[src/rtl/core/sbms_pkg.sv]
`default_nettype none

package sbms_pkg;

   // Sequencer states, one-hot.
   typedef enum logic [13:0] {
      ST_BOOT         = 14'b00000000000001,
      ST_WIFI         = 14'b00000000000010,
      ST_NEEDS_HOMING = 14'b00000000000100,
      ST_HOMING       = 14'b00000000001000,
      ST_IDLE         = 14'b00000000010000,
      ST_UNLOCKING    = 14'b00000000100000,
      ST_MOVING       = 14'b00000001000000,
      ST_SETTLING     = 14'b00000010000000,
      ST_LOCKING      = 14'b00000100000000,
      ST_LOCKED       = 14'b00001000000000,
      ST_DUST         = 14'b00010000000000,
      ST_CUTTING      = 14'b00100000000000,
      ST_ERROR        = 14'b01000000000000,
      ST_ESTOP        = 14'b10000000000000
   } state_type;

   // Event codes.
   localparam logic [3:0] MODE_TICK        = 4'd0;
   localparam logic [3:0] MODE_HOME        = 4'd1;
   localparam logic [3:0] MODE_GOTO        = 4'd2;
   localparam logic [3:0] MODE_LOCK        = 4'd3;
   localparam logic [3:0] MODE_UNLOCK      = 4'd4;
   localparam logic [3:0] MODE_ESTOP       = 4'd5;
   localparam logic [3:0] MODE_RESET       = 4'd6;
   localparam logic [3:0] MODE_START_CUT   = 4'd7;
   localparam logic [3:0] MODE_END_CUT     = 4'd8;
   localparam logic [3:0] MODE_JOG         = 4'd9;
   localparam logic [3:0] MODE_NEXT_CUT    = 4'd10;
   localparam logic [3:0] MODE_LOCK_TOGGLE = 4'd11;

   // Register indexes.
   localparam logic [2:0] CSR_MAX_TRAVEL    = 3'd0;
   localparam logic [2:0] CSR_POS_TOL       = 3'd1;
   localparam logic [2:0] CSR_MOVE_TIMEOUT  = 3'd2;
   localparam logic [2:0] CSR_SETTLE_TIMEOUT = 3'd3;
   localparam logic [2:0] CSR_WIFI_TIMEOUT  = 3'd4;
   localparam logic [2:0] CSR_AP_FALLBACK   = 3'd5;

   // Subsystem command codes.
   localparam logic [2:0] STEP_NONE  = 3'd0;
   localparam logic [2:0] STEP_HOME  = 3'd1;
   localparam logic [2:0] STEP_MOVE  = 3'd2;
   localparam logic [2:0] STEP_JOG   = 3'd3;
   localparam logic [2:0] STEP_STOP  = 3'd4;
   localparam logic [2:0] STEP_ESTOP = 3'd5;

   localparam logic [1:0] LATCH_NONE   = 2'd0;
   localparam logic [1:0] LATCH_LOCK   = 2'd1;
   localparam logic [1:0] LATCH_UNLOCK = 2'd2;

   localparam logic [1:0] DUST_NONE  = 2'd0;
   localparam logic [1:0] DUST_ON    = 2'd1;
   localparam logic [1:0] DUST_OFF   = 2'd2;
   localparam logic [1:0] DUST_FORCE = 2'd3;

   localparam logic [1:0] CLAMP_NONE    = 2'd0;
   localparam logic [1:0] CLAMP_ENGAGE  = 2'd1;
   localparam logic [1:0] CLAMP_RELEASE = 2'd2;

   localparam logic [1:0] WIFI_NONE    = 2'd0;
   localparam logic [1:0] WIFI_STATION = 2'd1;
   localparam logic [1:0] WIFI_AP      = 2'd2;

   localparam logic [1:0] PHASE_RUNNING = 2'd0;
   localparam logic [1:0] PHASE_DONE    = 2'd1;
   localparam logic [1:0] PHASE_FAIL    = 2'd2;

   localparam logic [1:0] LSTAT_TRANSIT  = 2'd0;
   localparam logic [1:0] LSTAT_LOCKED   = 2'd1;
   localparam logic [1:0] LSTAT_UNLOCKED = 2'd2;

   localparam logic [2:0] ERR_NONE    = 3'd0;
   localparam logic [2:0] ERR_FAR     = 3'd1;
   localparam logic [2:0] ERR_HOMING  = 3'd2;
   localparam logic [2:0] ERR_TIMEOUT = 3'd3;
   localparam logic [2:0] ERR_POS     = 3'd4;

   localparam logic [2:0] LIGHT_CHASE_WHITE  = 3'd0;
   localparam logic [2:0] LIGHT_PULSE_YELLOW = 3'd1;
   localparam logic [2:0] LIGHT_BLUE         = 3'd2;
   localparam logic [2:0] LIGHT_GREEN        = 3'd3;
   localparam logic [2:0] LIGHT_PULSE_GREEN  = 3'd4;
   localparam logic [2:0] LIGHT_ORANGE       = 3'd5;
   localparam logic [2:0] LIGHT_RED          = 3'd6;
   localparam logic [2:0] LIGHT_FLASH_RED    = 3'd7;

   localparam logic [23:0] TICK_MAX = 24'hFFFFFF;

   typedef struct packed {
      logic [19:0] max_travel;
      logic [15:0] position_tolerance;
      logic [23:0] move_timeout_ticks;
      logic [23:0] settling_timeout_ticks;
      logic [23:0] wifi_timeout_ticks;
      logic        ap_fallback_enable;
   } cfg_type;

   typedef struct packed {
      logic [3:0]         mode;
      logic signed [20:0] motion_value;
      logic               cut_available;
      logic               tool_present;
      logic [15:0]        kerf;
      logic               stepper_moving;
      logic               far_switch;
      logic [1:0]         homing_phase;
      logic [1:0]         latch_status;
      logic               dust_spun_up;
      logic               wifi_connected;
      logic signed [20:0] dro_position;
   } item_type;

   typedef struct packed {
      state_type   fsm_state;
      logic [19:0] target_reg;
      logic [23:0] ticks_in_state;
      logic        wifi_started;
      logic [2:0]  last_error;
   } ctx_type;

   typedef struct packed {
      logic [3:0]         fsm_state_out;
      logic [2:0]         light_pattern;
      logic [2:0]         stepper_cmd;
      logic signed [20:0] stepper_value;
      logic [1:0]         latch_cmd;
      logic [1:0]         dust_cmd;
      logic [1:0]         clamp_cmd;
      logic [1:0]         wifi_cmd;
      logic               mark_cut_done;
      logic [2:0]         error_code;
      logic [19:0]        target_position;
   } result_type;

   function automatic logic [3:0] state_code(state_type s);
      logic [3:0] c;
      case (s)
         ST_BOOT:         c = 4'd0;
         ST_WIFI:         c = 4'd1;
         ST_NEEDS_HOMING: c = 4'd2;
         ST_HOMING:       c = 4'd3;
         ST_IDLE:         c = 4'd4;
         ST_UNLOCKING:    c = 4'd5;
         ST_MOVING:       c = 4'd6;
         ST_SETTLING:     c = 4'd7;
         ST_LOCKING:      c = 4'd8;
         ST_LOCKED:       c = 4'd9;
         ST_DUST:         c = 4'd10;
         ST_CUTTING:      c = 4'd11;
         ST_ERROR:        c = 4'd12;
         ST_ESTOP:        c = 4'd13;
         default:         c = 4'd0;
      endcase
      return c;
   endfunction

   function automatic logic [2:0] state_light(state_type s);
      logic [2:0] l;
      case (s)
         ST_NEEDS_HOMING, ST_MOVING:             l = LIGHT_PULSE_YELLOW;
         ST_HOMING:                              l = LIGHT_BLUE;
         ST_IDLE, ST_LOCKED:                     l = LIGHT_GREEN;
         ST_UNLOCKING, ST_SETTLING, ST_LOCKING:  l = LIGHT_PULSE_GREEN;
         ST_DUST, ST_CUTTING:                    l = LIGHT_ORANGE;
         ST_ERROR:                               l = LIGHT_RED;
         ST_ESTOP:                               l = LIGHT_FLASH_RED;
         default:                                l = LIGHT_CHASE_WHITE;
      endcase
      return l;
   endfunction

endpackage

`default_nettype wire

[src/rtl/core/sbms_csr.sv]
`default_nettype none

module sbms_csr (
   input  wire logic             clock,
   input  wire logic             reset,
   input  wire logic             csr_we,
   input  wire logic [2:0]       csr_index,
   input  wire logic [23:0]      csr_wdata,
   output sbms_pkg::cfg_type     cfg
);

   sbms_pkg::cfg_type cfg_ff;
   sbms_pkg::cfg_type cfg_in;

   always_comb begin
      cfg_in = cfg_ff;
      if (csr_we) begin
         case (csr_index)
            sbms_pkg::CSR_MAX_TRAVEL:     cfg_in.max_travel = csr_wdata[19:0];
            sbms_pkg::CSR_POS_TOL:        cfg_in.position_tolerance = csr_wdata[15:0];
            sbms_pkg::CSR_MOVE_TIMEOUT:   cfg_in.move_timeout_ticks = csr_wdata;
            sbms_pkg::CSR_SETTLE_TIMEOUT: cfg_in.settling_timeout_ticks = csr_wdata;
            sbms_pkg::CSR_WIFI_TIMEOUT:   cfg_in.wifi_timeout_ticks = csr_wdata;
            sbms_pkg::CSR_AP_FALLBACK:    cfg_in.ap_fallback_enable = csr_wdata[0];
            default: ;  // drop writes past the last register
         endcase
      end
   end

   always_ff @(posedge clock) begin
      if (reset) begin
         cfg_ff.max_travel             <= 20'd120000;
         cfg_ff.position_tolerance     <= 16'd5;
         cfg_ff.move_timeout_ticks     <= 24'd30000;
         cfg_ff.settling_timeout_ticks <= 24'd2000;
         cfg_ff.wifi_timeout_ticks     <= 24'd10000;
         cfg_ff.ap_fallback_enable     <= 1'b1;
      end else begin
         cfg_ff <= cfg_in;
      end
   end

   assign cfg = cfg_ff;

endmodule

`default_nettype wire

[src/rtl/core/sbms_step.sv]
`default_nettype none

module sbms_step (
   input  wire sbms_pkg::ctx_type    cur,
   input  wire sbms_pkg::cfg_type    cfg,
   input  wire sbms_pkg::item_type   item,
   output sbms_pkg::ctx_type         nxt,
   output sbms_pkg::result_type      rsp
);

   logic [23:0]        ticks_inc;
   logic signed [21:0] goto_t;
   logic               goto_range_ok;
   logic               goto_state_ok;
   logic signed [21:0] diff;
   logic [20:0]        diff_mag;
   logic               in_window;
   logic               do_goto;

   always_comb begin
      ticks_inc = (cur.ticks_in_state == sbms_pkg::TICK_MAX) ?
                  cur.ticks_in_state : cur.ticks_in_state + 24'd1;

      // Next cut adds the kerf of a detected tool to the cut length.
      goto_t = 22'(item.motion_value);
      if (item.mode == sbms_pkg::MODE_NEXT_CUT && item.tool_present)
         goto_t = 22'(item.motion_value) + $signed({6'd0, item.kerf});
      goto_range_ok = !goto_t[21] && (goto_t[20:0] <= {1'b0, cfg.max_travel});
      goto_state_ok = (cur.fsm_state == sbms_pkg::ST_IDLE) ||
                      (cur.fsm_state == sbms_pkg::ST_LOCKED);

      diff     = 22'(item.dro_position) - $signed({2'b00, cur.target_reg});
      diff_mag = diff[21] ? 21'(-diff) : diff[20:0];
      in_window = diff_mag <= {5'd0, cfg.position_tolerance};
   end

   always_comb begin
      nxt = cur;
      do_goto = 1'b0;
      rsp.stepper_cmd   = sbms_pkg::STEP_NONE;
      rsp.stepper_value = '0;
      rsp.latch_cmd     = sbms_pkg::LATCH_NONE;
      rsp.dust_cmd      = sbms_pkg::DUST_NONE;
      rsp.clamp_cmd     = sbms_pkg::CLAMP_NONE;
      rsp.wifi_cmd      = sbms_pkg::WIFI_NONE;
      rsp.mark_cut_done = 1'b0;

      case (item.mode)
         sbms_pkg::MODE_TICK: begin
            nxt.ticks_in_state = ticks_inc;
            case (cur.fsm_state)
               sbms_pkg::ST_WIFI: begin
                  if (!cur.wifi_started) begin
                     rsp.wifi_cmd = sbms_pkg::WIFI_STATION;
                     nxt.wifi_started = 1'b1;
                  end
                  if (item.wifi_connected) begin
                     nxt.wifi_started   = 1'b0;
                     nxt.fsm_state      = sbms_pkg::ST_NEEDS_HOMING;
                     nxt.ticks_in_state = '0;
                  end else if (ticks_inc > cfg.wifi_timeout_ticks &&
                               cfg.ap_fallback_enable) begin
                     rsp.wifi_cmd       = sbms_pkg::WIFI_AP;
                     nxt.wifi_started   = 1'b0;
                     nxt.fsm_state      = sbms_pkg::ST_NEEDS_HOMING;
                     nxt.ticks_in_state = '0;
                  end
               end
               sbms_pkg::ST_HOMING: begin
                  if (item.homing_phase == sbms_pkg::PHASE_DONE) begin
                     nxt.fsm_state      = sbms_pkg::ST_IDLE;
                     nxt.ticks_in_state = '0;
                  end else if (item.homing_phase == sbms_pkg::PHASE_FAIL) begin
                     nxt.last_error     = sbms_pkg::ERR_HOMING;
                     nxt.fsm_state      = sbms_pkg::ST_ERROR;
                     nxt.ticks_in_state = '0;
                  end
               end
               sbms_pkg::ST_UNLOCKING: begin
                  if (item.latch_status == sbms_pkg::LSTAT_UNLOCKED) begin
                     nxt.ticks_in_state = '0;
                     if (cur.target_reg == '0) begin
                        nxt.fsm_state     = sbms_pkg::ST_IDLE;
                     end else if (item.far_switch) begin
                        // Far limit already active as the move starts: stop at once.
                        rsp.stepper_cmd   = sbms_pkg::STEP_STOP;
                        nxt.last_error    = sbms_pkg::ERR_FAR;
                        nxt.fsm_state     = sbms_pkg::ST_ERROR;
                     end else begin
                        rsp.stepper_cmd   = sbms_pkg::STEP_MOVE;
                        rsp.stepper_value = $signed({1'b0, cur.target_reg});
                        nxt.fsm_state     = sbms_pkg::ST_MOVING;
                     end
                  end
               end
               sbms_pkg::ST_MOVING: begin
                  // Stop, timeout and far limit, in that priority.
                  if (!item.stepper_moving) begin
                     nxt.fsm_state      = sbms_pkg::ST_SETTLING;
                     nxt.ticks_in_state = '0;
                  end else if (ticks_inc > cfg.move_timeout_ticks) begin
                     rsp.stepper_cmd    = sbms_pkg::STEP_STOP;
                     nxt.last_error     = sbms_pkg::ERR_TIMEOUT;
                     nxt.fsm_state      = sbms_pkg::ST_ERROR;
                     nxt.ticks_in_state = '0;
                  end else if (item.far_switch) begin
                     rsp.stepper_cmd    = sbms_pkg::STEP_STOP;
                     nxt.last_error     = sbms_pkg::ERR_FAR;
                     nxt.fsm_state      = sbms_pkg::ST_ERROR;
                     nxt.ticks_in_state = '0;
                  end
               end
               sbms_pkg::ST_SETTLING: begin
                  if (in_window) begin
                     rsp.latch_cmd      = sbms_pkg::LATCH_LOCK;
                     nxt.fsm_state      = sbms_pkg::ST_LOCKING;
                     nxt.ticks_in_state = '0;
                  end else if (ticks_inc > cfg.settling_timeout_ticks) begin
                     nxt.last_error     = sbms_pkg::ERR_POS;
                     nxt.fsm_state      = sbms_pkg::ST_ERROR;
                     nxt.ticks_in_state = '0;
                  end
               end
               sbms_pkg::ST_LOCKING: begin
                  if (item.latch_status == sbms_pkg::LSTAT_LOCKED) begin
                     nxt.fsm_state      = sbms_pkg::ST_LOCKED;
                     nxt.ticks_in_state = '0;
                  end
               end
               sbms_pkg::ST_DUST: begin
                  if (item.dust_spun_up) begin
                     nxt.fsm_state      = sbms_pkg::ST_CUTTING;
                     nxt.ticks_in_state = '0;
                  end
               end
               default: ;
            endcase
         end
         sbms_pkg::MODE_HOME: begin
            if (cur.fsm_state == sbms_pkg::ST_NEEDS_HOMING ||
                cur.fsm_state == sbms_pkg::ST_IDLE) begin
               rsp.stepper_cmd    = sbms_pkg::STEP_HOME;
               nxt.fsm_state      = sbms_pkg::ST_HOMING;
               nxt.ticks_in_state = '0;
            end
         end
         sbms_pkg::MODE_GOTO: begin
            do_goto = goto_state_ok && goto_range_ok;
         end
         sbms_pkg::MODE_NEXT_CUT: begin
            do_goto = goto_state_ok && item.cut_available && goto_range_ok;
         end
         sbms_pkg::MODE_LOCK, sbms_pkg::MODE_UNLOCK, sbms_pkg::MODE_LOCK_TOGGLE: begin
            if (cur.fsm_state == sbms_pkg::ST_IDLE &&
                item.mode != sbms_pkg::MODE_UNLOCK) begin
               rsp.latch_cmd      = sbms_pkg::LATCH_LOCK;
               nxt.fsm_state      = sbms_pkg::ST_LOCKING;
               nxt.ticks_in_state = '0;
            end else if (cur.fsm_state == sbms_pkg::ST_LOCKED &&
                         item.mode != sbms_pkg::MODE_LOCK) begin
               rsp.latch_cmd      = sbms_pkg::LATCH_UNLOCK;
               rsp.clamp_cmd      = sbms_pkg::CLAMP_RELEASE;
               nxt.fsm_state      = sbms_pkg::ST_UNLOCKING;
               nxt.ticks_in_state = '0;
            end
         end
         sbms_pkg::MODE_ESTOP: begin
            rsp.stepper_cmd    = sbms_pkg::STEP_ESTOP;
            rsp.dust_cmd       = sbms_pkg::DUST_FORCE;
            rsp.clamp_cmd      = sbms_pkg::CLAMP_RELEASE;
            nxt.fsm_state      = sbms_pkg::ST_ESTOP;
            nxt.ticks_in_state = '0;
         end
         sbms_pkg::MODE_RESET: begin
            if (cur.fsm_state == sbms_pkg::ST_ERROR ||
                cur.fsm_state == sbms_pkg::ST_ESTOP) begin
               nxt.last_error     = sbms_pkg::ERR_NONE;
               nxt.fsm_state      = sbms_pkg::ST_NEEDS_HOMING;
               nxt.ticks_in_state = '0;
            end
         end
         sbms_pkg::MODE_START_CUT: begin
            if (cur.fsm_state == sbms_pkg::ST_LOCKED) begin
               rsp.dust_cmd       = sbms_pkg::DUST_ON;
               rsp.clamp_cmd      = sbms_pkg::CLAMP_ENGAGE;
               nxt.fsm_state      = sbms_pkg::ST_DUST;
               nxt.ticks_in_state = '0;
            end
         end
         sbms_pkg::MODE_END_CUT: begin
            if (cur.fsm_state == sbms_pkg::ST_CUTTING) begin
               rsp.dust_cmd       = sbms_pkg::DUST_OFF;
               rsp.clamp_cmd      = sbms_pkg::CLAMP_RELEASE;
               rsp.mark_cut_done  = item.cut_available;
               nxt.fsm_state      = sbms_pkg::ST_LOCKED;
               nxt.ticks_in_state = '0;
            end
         end
         sbms_pkg::MODE_JOG: begin
            if (cur.fsm_state == sbms_pkg::ST_IDLE) begin
               rsp.stepper_cmd    = sbms_pkg::STEP_JOG;
               rsp.stepper_value  = item.motion_value;
               nxt.fsm_state      = sbms_pkg::ST_MOVING;
               nxt.ticks_in_state = '0;
            end
         end
         default: ;
      endcase

      // Shared go-to action: unlock first when locked, else start the move.
      if (do_goto) begin
         nxt.target_reg     = goto_t[19:0];
         nxt.ticks_in_state = '0;
         if (cur.fsm_state == sbms_pkg::ST_LOCKED) begin
            rsp.latch_cmd = sbms_pkg::LATCH_UNLOCK;
            nxt.fsm_state = sbms_pkg::ST_UNLOCKING;
         end else begin
            rsp.stepper_cmd   = sbms_pkg::STEP_MOVE;
            rsp.stepper_value = $signed({1'b0, goto_t[19:0]});
            nxt.fsm_state     = sbms_pkg::ST_MOVING;
         end
      end

      rsp.fsm_state_out   = sbms_pkg::state_code(nxt.fsm_state);
      rsp.light_pattern   = sbms_pkg::state_light(nxt.fsm_state);
      rsp.error_code      = nxt.last_error;
      rsp.target_position = nxt.target_reg;
   end

endmodule

`default_nettype wire

[src/rtl/core/stop_block_motion_sequencer.sv]
// Motion sequencer for a motorized stop block.
// Request channel (req_): one event word per item. req_tuser carries the
// event code (tick or command); req_tdata carries the motion value and the
// subsystem status, which is read only on ticks.
// Response channel (rsp_): exactly one word per event with the new state,
// light pattern, subsystem commands, cut-done pulse, latched error code and
// stored target.
// Configuration: csr_we writes csr_wdata into register csr_index in the
// same edge; indexes past the last register are ignored. Write only while
// no event is in flight.
// Pipeline: an event taken is held in the event register, evaluated from
// there, and its response is registered in the response register.
// Throughput: one event per cycle while rsp_tready is high; the state update
// for one event is a single level of compare-and-select logic between the event
// register and the state/response registers, so the next event sees it right away.
// Reset (synchronous): state goes to wifi connect, target, tick count and
// error clear, registers take their power-on values, both channels empty.
// Stall: while rsp_tready is low the response is held; one more event is
// buffered in the event register, then req_tready drops.
`default_nettype none

module stop_block_motion_sequencer (
   input  wire logic        clock,
   input  wire logic        reset,
   // Request
   input  wire logic        req_tvalid,
   output logic             req_tready,
   // [20:0] motion_value, [21] cut_available, [22] tool_present,
   // [38:23] kerf, [39] stepper_moving, [40] far_switch,
   // [42:41] homing_phase, [44:43] latch_status, [45] dust_spun_up,
   // [46] wifi_connected, [67:47] dro_position, [71:68] zero
   input  wire logic [71:0] req_tdata,
   // [3:0] mode
   input  wire logic [3:0]  req_tuser,
   // Response
   output logic             rsp_tvalid,
   input  wire logic        rsp_tready,
   // [3:0] fsm_state_out, [6:4] light_pattern, [9:7] stepper_cmd,
   // [30:10] stepper_value, [32:31] latch_cmd, [34:33] dust_cmd,
   // [36:35] clamp_cmd, [38:37] wifi_cmd, [39] mark_cut_done,
   // [42:40] error_code, [62:43] target_position, [63] zero
   output logic [63:0]      rsp_tdata,
   // Configuration
   input  wire logic        csr_we,
   input  wire logic [2:0]  csr_index,
   input  wire logic [23:0] csr_wdata
);

   sbms_pkg::cfg_type    cfg;
   sbms_pkg::item_type   item_ff;
   sbms_pkg::item_type   item_in;
   logic                 item_valid_ff;
   logic                 item_valid_in;
   sbms_pkg::ctx_type    ctx_ff;
   sbms_pkg::ctx_type    ctx_in;
   sbms_pkg::ctx_type    ctx_next;
   sbms_pkg::result_type rsp_ff;
   sbms_pkg::result_type rsp_in;
   sbms_pkg::result_type rsp_next;
   logic                 rsp_valid_ff;
   logic                 rsp_valid_in;
   logic                 req_take;
   logic                 fire;

   sbms_csr u_csr (
      .clock     (clock),
      .reset     (reset),
      .csr_we    (csr_we),
      .csr_index (csr_index),
      .csr_wdata (csr_wdata),
      .cfg       (cfg)
   );

   sbms_step u_step (
      .cur  (ctx_ff),
      .cfg  (cfg),
      .item (item_ff),
      .nxt  (ctx_next),
      .rsp  (rsp_next)
   );

   // Evaluate the buffered event whenever the response register can take it.
   assign fire       = item_valid_ff && (!rsp_valid_ff || rsp_tready);
   assign req_tready = !item_valid_ff || fire;
   assign req_take   = req_tvalid && req_tready;

   always_comb begin
      item_in = item_ff;
      if (req_take) begin
         item_in.mode           = req_tuser;
         item_in.motion_value   = $signed(req_tdata[20:0]);
         item_in.cut_available  = req_tdata[21];
         item_in.tool_present   = req_tdata[22];
         item_in.kerf           = req_tdata[38:23];
         item_in.stepper_moving = req_tdata[39];
         item_in.far_switch     = req_tdata[40];
         item_in.homing_phase   = req_tdata[42:41];
         item_in.latch_status   = req_tdata[44:43];
         item_in.dust_spun_up   = req_tdata[45];
         item_in.wifi_connected = req_tdata[46];
         item_in.dro_position   = $signed(req_tdata[67:47]);
      end
      item_valid_in = req_take ? 1'b1 : (fire ? 1'b0 : item_valid_ff);

      ctx_in = fire ? ctx_next : ctx_ff;
      rsp_in = fire ? rsp_next : rsp_ff;
      rsp_valid_in = fire ? 1'b1 : (rsp_tready ? 1'b0 : rsp_valid_ff);
   end

   always_ff @(posedge clock) begin
      if (reset) begin
         item_valid_ff       <= 1'b0;
         rsp_valid_ff        <= 1'b0;
         ctx_ff.fsm_state      <= sbms_pkg::ST_WIFI;
         ctx_ff.target_reg     <= '0;
         ctx_ff.ticks_in_state <= '0;
         ctx_ff.wifi_started   <= 1'b0;
         ctx_ff.last_error     <= sbms_pkg::ERR_NONE;
      end else begin
         item_valid_ff <= item_valid_in;
         rsp_valid_ff  <= rsp_valid_in;
         ctx_ff        <= ctx_in;
      end
   end

   // Payload registers: no reset.
   always_ff @(posedge clock) begin
      item_ff <= item_in;
      rsp_ff  <= rsp_in;
   end

   assign rsp_tvalid = rsp_valid_ff;
   assign rsp_tdata  = {1'b0,
                        rsp_ff.target_position,
                        rsp_ff.error_code,
                        rsp_ff.mark_cut_done,
                        rsp_ff.wifi_cmd,
                        rsp_ff.clamp_cmd,
                        rsp_ff.dust_cmd,
                        rsp_ff.latch_cmd,
                        rsp_ff.stepper_value,
                        rsp_ff.stepper_cmd,
                        rsp_ff.light_pattern,
                        rsp_ff.fsm_state_out};

   // An e-stop event always lands in the e-stop state.
   a_estop_wins: assert property (@(posedge clock) disable iff (reset)
      fire && item_ff.mode == sbms_pkg::MODE_ESTOP |=> ctx_ff.fsm_state == sbms_pkg::ST_ESTOP)
      else $error("e-stop event did not reach e-stop state");

   // A latched error only lives in the error or e-stop state.
   a_error_state: assert property (@(posedge clock) disable iff (reset)
      ctx_ff.last_error != sbms_pkg::ERR_NONE |->
         ctx_ff.fsm_state == sbms_pkg::ST_ERROR || ctx_ff.fsm_state == sbms_pkg::ST_ESTOP)
      else $error("error code latched outside error states");

   // Every transition restarts the tick count.
   a_ticks_clear: assert property (@(posedge clock) disable iff (reset)
      fire && ctx_next.fsm_state != ctx_ff.fsm_state |=> ctx_ff.ticks_in_state == '0)
      else $error("tick count not cleared on state entry");

   // Back-pressure only when both the event and response registers are full.
   a_ready_low: assert property (@(posedge clock) disable iff (reset)
      !req_tready |-> item_valid_ff && rsp_valid_ff && !rsp_tready)
      else $error("request stalled with room available");

endmodule

`default_nettype wire

[config.mk]
export PLATFORM = sky130hd
export DESIGN_NAME = stop_block_motion_sequencer
export DESIGN_NICKNAME = d
export VERILOG_FILES = /design/src/rtl/core/sbms_pkg.sv /design/src/rtl/core/sbms_csr.sv /design/src/rtl/core/sbms_step.sv /design/src/rtl/core/stop_block_motion_sequencer.sv
export SDC_FILE = /design/constraint.sdc
export NUM_CORES = 1
export LEC_CHECK = 0
export BUFFER_PORTS_ARGS = -buffer_cell sky130_fd_sc_hd__buf_2
export CORE_MARGIN = 8
export CORE_UTILIZATION = 50
export DETAILED_ROUTE_END_ITERATION = 6
export GPL_ROUTABILITY_DRIVEN = 0
export PLACE_DENSITY = 0.69
export SYNTH_ARGS = -nofsm -noshare
export SYNTH_HDL_FRONTEND = slang
export SYNTH_SLANG_ARGS = --single-unit
export TNS_END_PERCENT = 5
[constraint.sdc]
create_clock -name clock -period 8.22 [get_ports clock]
set_clock_uncertainty 0.1 [all_clocks]
set_input_delay 2.466 -clock clock [delete_from_list [all_inputs] [get_ports clock]]
set_output_delay 2.466 -clock clock [all_outputs]
set_load 0.02 [all_outputs]
==> results.md <==
Run status:
- The run finished with clean final reports.

Route:
- The total via count in the routed design is 16941.
- The number of nets still failing antenna checks after routing is 0.
- The routed wire length per instance is 19.50 um.
- Summed over all layers, the routed wires come to 56240 um.
- The number of design rule violations left after detail routing is 0.
- The post-detailed-route via-to-cell ratio is 5.874.
- The total iterations of the first detailed-routing run is 7.
- The detailed router finished its first iteration with 1291 violations.

Die:
- The initialized floorplan defines 71 standard-cell rows.
- The I/O pin count is 174.
- The region available for standard cell placement spans 37580 um^2.
- The initial utilization of the core area, before any placement, comes to 50.68%.
- The height of the die is 211.2 um.
- The die outline width is 211.2 um.
- The die covers 44590 um^2.

Clocking:
- The tree built by TritonCTS fans out to 308 sinks.
- TritonCTS built the clock tree.
- Buffers inserted during clock tree synthesis total 35.
- Gates resized during post-CTS repair numbered 0.
- The worst-skew pair later-pin latency is 0.56 ns.
- The register clock-pin slew on the reported worst setup and hold paths is 0.06 ns.
- In this run the deepest clock path goes through 3 buffers.
- The cell sitting at the root of the clock tree is a sky130_fd_sc_hd__clkbuf_16.
- In this run the post-CTS setup repair buffer count came out at 0.
- The deepest level of the CTS H-tree is 2.
- The hold buffer count at CTS is 0.

Placement:
- The HPWL after detailed placement is 42290 um.
- The post-placement cell count is 2823.
- The count of input and output buffers is 168.
- At the placement stage, the worst setup path has a slack of 0.9229 ns.

Logic synthesis:
- The mean instance size in the synthesized netlist is 8.529 um^2.
- The multiplexer share of the synthesized area is 0.7226%.
- The fraction of the mapped netlist area in adder cells is 9.802%.
- During synthesis, Yosys emitted a total of 0 warnings.
- Sorting the synthesized cells by how often they occur yields sky130_fd_sc_hd__nand2_1 (376), sky130_fd_sc_hd__a21oi_1 (228), sky130_fd_sc_hd__dfxtp_1 (173).
- Among all flip-flop cells after synthesis, the most frequent one is sky130_fd_sc_hd__dfxtp_1.
- The cell count after synthesis came out at 2233.
- Synthesis produced a netlist with a net count of 2489.
- The post-synthesis compound-gate area fraction is 19.37%.
- Sorting the synthesized cells by area gives the leading types as sky130_fd_sc_hd__edfxtp_1 (21%), sky130_fd_sc_hd__dfxtp_1 (18%), sky130_fd_sc_hd__ha_1 (9.6%).
- In this run, distinct cell masters in the synthesized netlist total 103.
- The synthesized-area fraction occupied by xor and xnor cells is 3.633%.
- The synthesized design devotes to its leading area cell type 21.28% of total area.
- Yosys instantiated no cell more often than sky130_fd_sc_hd__nand2_1.
- The number of synthesized register bits is 308.
- The simple-gate area share of the yosys netlist is 21.28%.
- The share of synthesized flip-flops with an asynchronous set or reset is 0%.
- The number of flops mapped to enable cells by yosys is 135.
- Summing the sequential cell areas from Yosys gives 39.47% of the chip area.
- The synthesized netlist occupies a cell area of 19050 um^2.
- The biggest area contributor in the post-synthesis netlist is sky130_fd_sc_hd__edfxtp_1.
- The combinational family with the most area after synthesis is simple AND/OR/NAND/NOR gates.

Pwr:
- In this run the static leakage power is 0.008387 uW.
- Across the VDD grid, the largest voltage drop is 0.1348 mV.
- For this design the ratio of total power to cell area is 174.5 nW/um^2.

STA:
- Based on the critical path, the design can be clocked at up to 0.1320 GHz.
- Setup repair after global routing left no endpoint under its margin.
- The final cycle utilization of the critical path is 92.18%.
- The final setup violation count is 0.
- The final critical delay including setup and external delays is 7.577 ns.
- In the final timing run, aggregate negative setup slack is 0 ns.
- Once routing completed, OpenROAD measured the worst setup slack at 0.6429 ns.
- Measured against its own limit, the worst slew margin works out to 24.21%.
- The final hold slack is 0.3551 ns.
- The count of final hold-check violations came to 0.
- The count of final max-slew check failures is 0.
- At the pin with the least slew margin, the transition time is 1.137 ns.

Hold path:
- The worst hold path startpoint is u_csr.cfg[15].
- Along the worst hold path, the cell count comes to 2.
- The worst hold path terminates at u_csr.cfg[15].
- The min-delay analysis places its worst path in the category register to register.

GRT:
- The number of antenna violations at the first check in global routing is 0.
- Entering global routing, the biggest net connects 95 pins.
- The total overflow reported by the global router is 0.
- The number of global-route vias before repair came to 16224.
- The total track usage is 24.58%.
- The first-pass GRT wire length is 87820 um.

Layout:
- The register cell area after layout is 7517 um^2.
- The post-layout net count is 2605.
- The total of fill cells in the finished design is 3402.
- The footprint of the multi-input gates is 10460 um^2.
- The finished layout holds 2884 standard cells, fillers aside.
- The final core utilization is 56.69%.
- The number of diodes added for antenna fixing is 0.
- The area overhead of the layout relative to synthesis is 11.86%.
- The ratio of cells with drive above 1 in the final layout is 12.77%.

Critical path:
- The number of cells on the worst reg-to-reg path is 26.
- Data arrives at the worst endpoint at 7.75 ns.
- The worst path required time is 8.39 ns.
- The setup path with the least slack is of type register to register.
- The top fanout value on the critical path is 9.
- The worst setup path is launched from a register.
- For flop-to-flop paths, the worst setup slack is 0.64 ns.
- The beginning of the worst register-to-register path is ctx_ff[4].
- The worst setup path is captured at a register.
- The endpoint of the lowest-slack register-to-register path is rsp_tdata[4].

Run:
- Across the run, the number of max-cap violations was 0.
-- cells in the final DEF (no fill, tap or decap), types with 20 or more instances in the layout --
cell type / instances
sky130_fd_sc_hd__clkbuf_16: 36
sky130_fd_sc_hd__a21o_1: 30
sky130_fd_sc_hd__buf_2: 167
sky130_fd_sc_hd__inv_1: 169
sky130_fd_sc_hd__buf_4: 20
sky130_fd_sc_hd__dfxtp_1: 173
sky130_fd_sc_hd__edfxtp_1: 135
sky130_fd_sc_hd__nor4_1: 25
sky130_fd_sc_hd__nand2_1: 376
sky130_fd_sc_hd__nand3_1: 56
sky130_fd_sc_hd__xor2_1: 34
sky130_fd_sc_hd__xnor2_1: 45
sky130_fd_sc_hd__o21ai_0: 84
sky130_fd_sc_hd__ha_1: 146
sky130_fd_sc_hd__nand4_1: 42
sky130_fd_sc_hd__or3_1: 21
sky130_fd_sc_hd__nor2_1: 141
sky130_fd_sc_hd__a21oi_1: 228
sky130_fd_sc_hd__nor2b_1: 22
sky130_fd_sc_hd__nor3_1: 28
-- stage by stage --
stage | total power [uW] | area, um^2
3_3_place_gp | 2252 | 20250
3_5_place_dp | 2267 | 20250
2_1_floorplan | 2101 | 19050
6_report | 3718 | 21300
4_1_cts | 3734 | 21300
5_1_grt | 3859 | 21300
-- where the power goes --
part / leakage (uW) / internal (uW) / total (uW) / switching (uW)
Clock: 0.000521 / 836 / 1470 / 636
Sequential: 0.00270 / 1650 / 1690 / 36.7
Combinational: 0.00516 / 205 / 555 / 350
Total: 0.00839 / 2700 / 3720 / 1020
-- layer usage --
metal,up-vias,wire (um),track usage (%),share of wire [%]
met5,-,0,0,0
met4,0,1952,9.266,3.5
met3,120,4747,5.045,8.4
met2,711,24710,37.93,44
met1,7921,24830,33.56,44
li1,8189,-,-,-
-- critical path, cell delays in order (launching register included) --
cell                      delay (ns)
sky130_fd_sc_hd__dfxtp_1        0.43
sky130_fd_sc_hd__ha_1           0.27
sky130_fd_sc_hd__nand2_1        0.12
sky130_fd_sc_hd__or2_2          0.32
sky130_fd_sc_hd__nor3_1         0.48
sky130_fd_sc_hd__nand4_1        0.50
sky130_fd_sc_hd__nand4_1        0.44
sky130_fd_sc_hd__nor3_1         0.08
sky130_fd_sc_hd__buf_4          0.17
sky130_fd_sc_hd__nand4_1        0.19
sky130_fd_sc_hd__or2_2          0.20
sky130_fd_sc_hd__nor2_1         0.08
sky130_fd_sc_hd__xor2_1         0.19
sky130_fd_sc_hd__ha_1           0.34
sky130_fd_sc_hd__nand3_1        0.10
sky130_fd_sc_hd__nor4_1         0.74
sky130_fd_sc_hd__nand3_1        0.23
sky130_fd_sc_hd__o21a_1         0.22
sky130_fd_sc_hd__o31a_1         0.20
sky130_fd_sc_hd__o311a_1        0.47
sky130_fd_sc_hd__o21ai_0        0.25
sky130_fd_sc_hd__o21ai_1        0.14
sky130_fd_sc_hd__a21o_1         0.27
sky130_fd_sc_hd__and3_1         0.21
sky130_fd_sc_hd__nand4_1        0.13
sky130_fd_sc_hd__nor4b_1        0.08
sky130_fd_sc_hd__or3b_1         0.36
-- worst max-delay path by stage --
stage	endpoint	from	slack, ns
CTS	rsp_tdata[4]	ctx_ff[4]	0.88
floorplan	rsp_tdata[4]	ctx_ff[4]	2.30
finish	rsp_tdata[4]	ctx_ff[4]	0.64
global route	rsp_tdata[4]	ctx_ff[4]	0.26
global placement	rsp_tdata[4]	ctx_ff[4]	1.17
detailed placement	rsp_tdata[4]	ctx_ff[4]	0.92
-- cell families (layout without fill, tap and decap cells) --
group / after synthesis / in the layout
xor+xnor: 79 / 79
simple gates: 841 / 841
mux: 13 / 13
flops: 308 / 308
buf+inv: 278 / 418
compound gates: 565 / 565
other cells: 1 / 1
fa+ha+maj: 148 / 148
-- state kept, by name (all words and copies together) (netlist names) --
name and cells:
rsp_tdata 63, item_valid_ff 1, ctx_ff 62, rsp_tvalid 1, u_csr.cfg 109, item_ff 72
-- cell type report --
class	count	share of cell area (%)
Clock buffer	49	4.599
Clock inverter	12	0.3641
Sequential cell	308	35.29
Timing Repair Buffer	187	4.628
Tap cell	511	3.001
Multi-Input combinational cell	1647	49.12
Inverter	170	3.007
No activity file was read; power rests on OpenSTA's default activity.
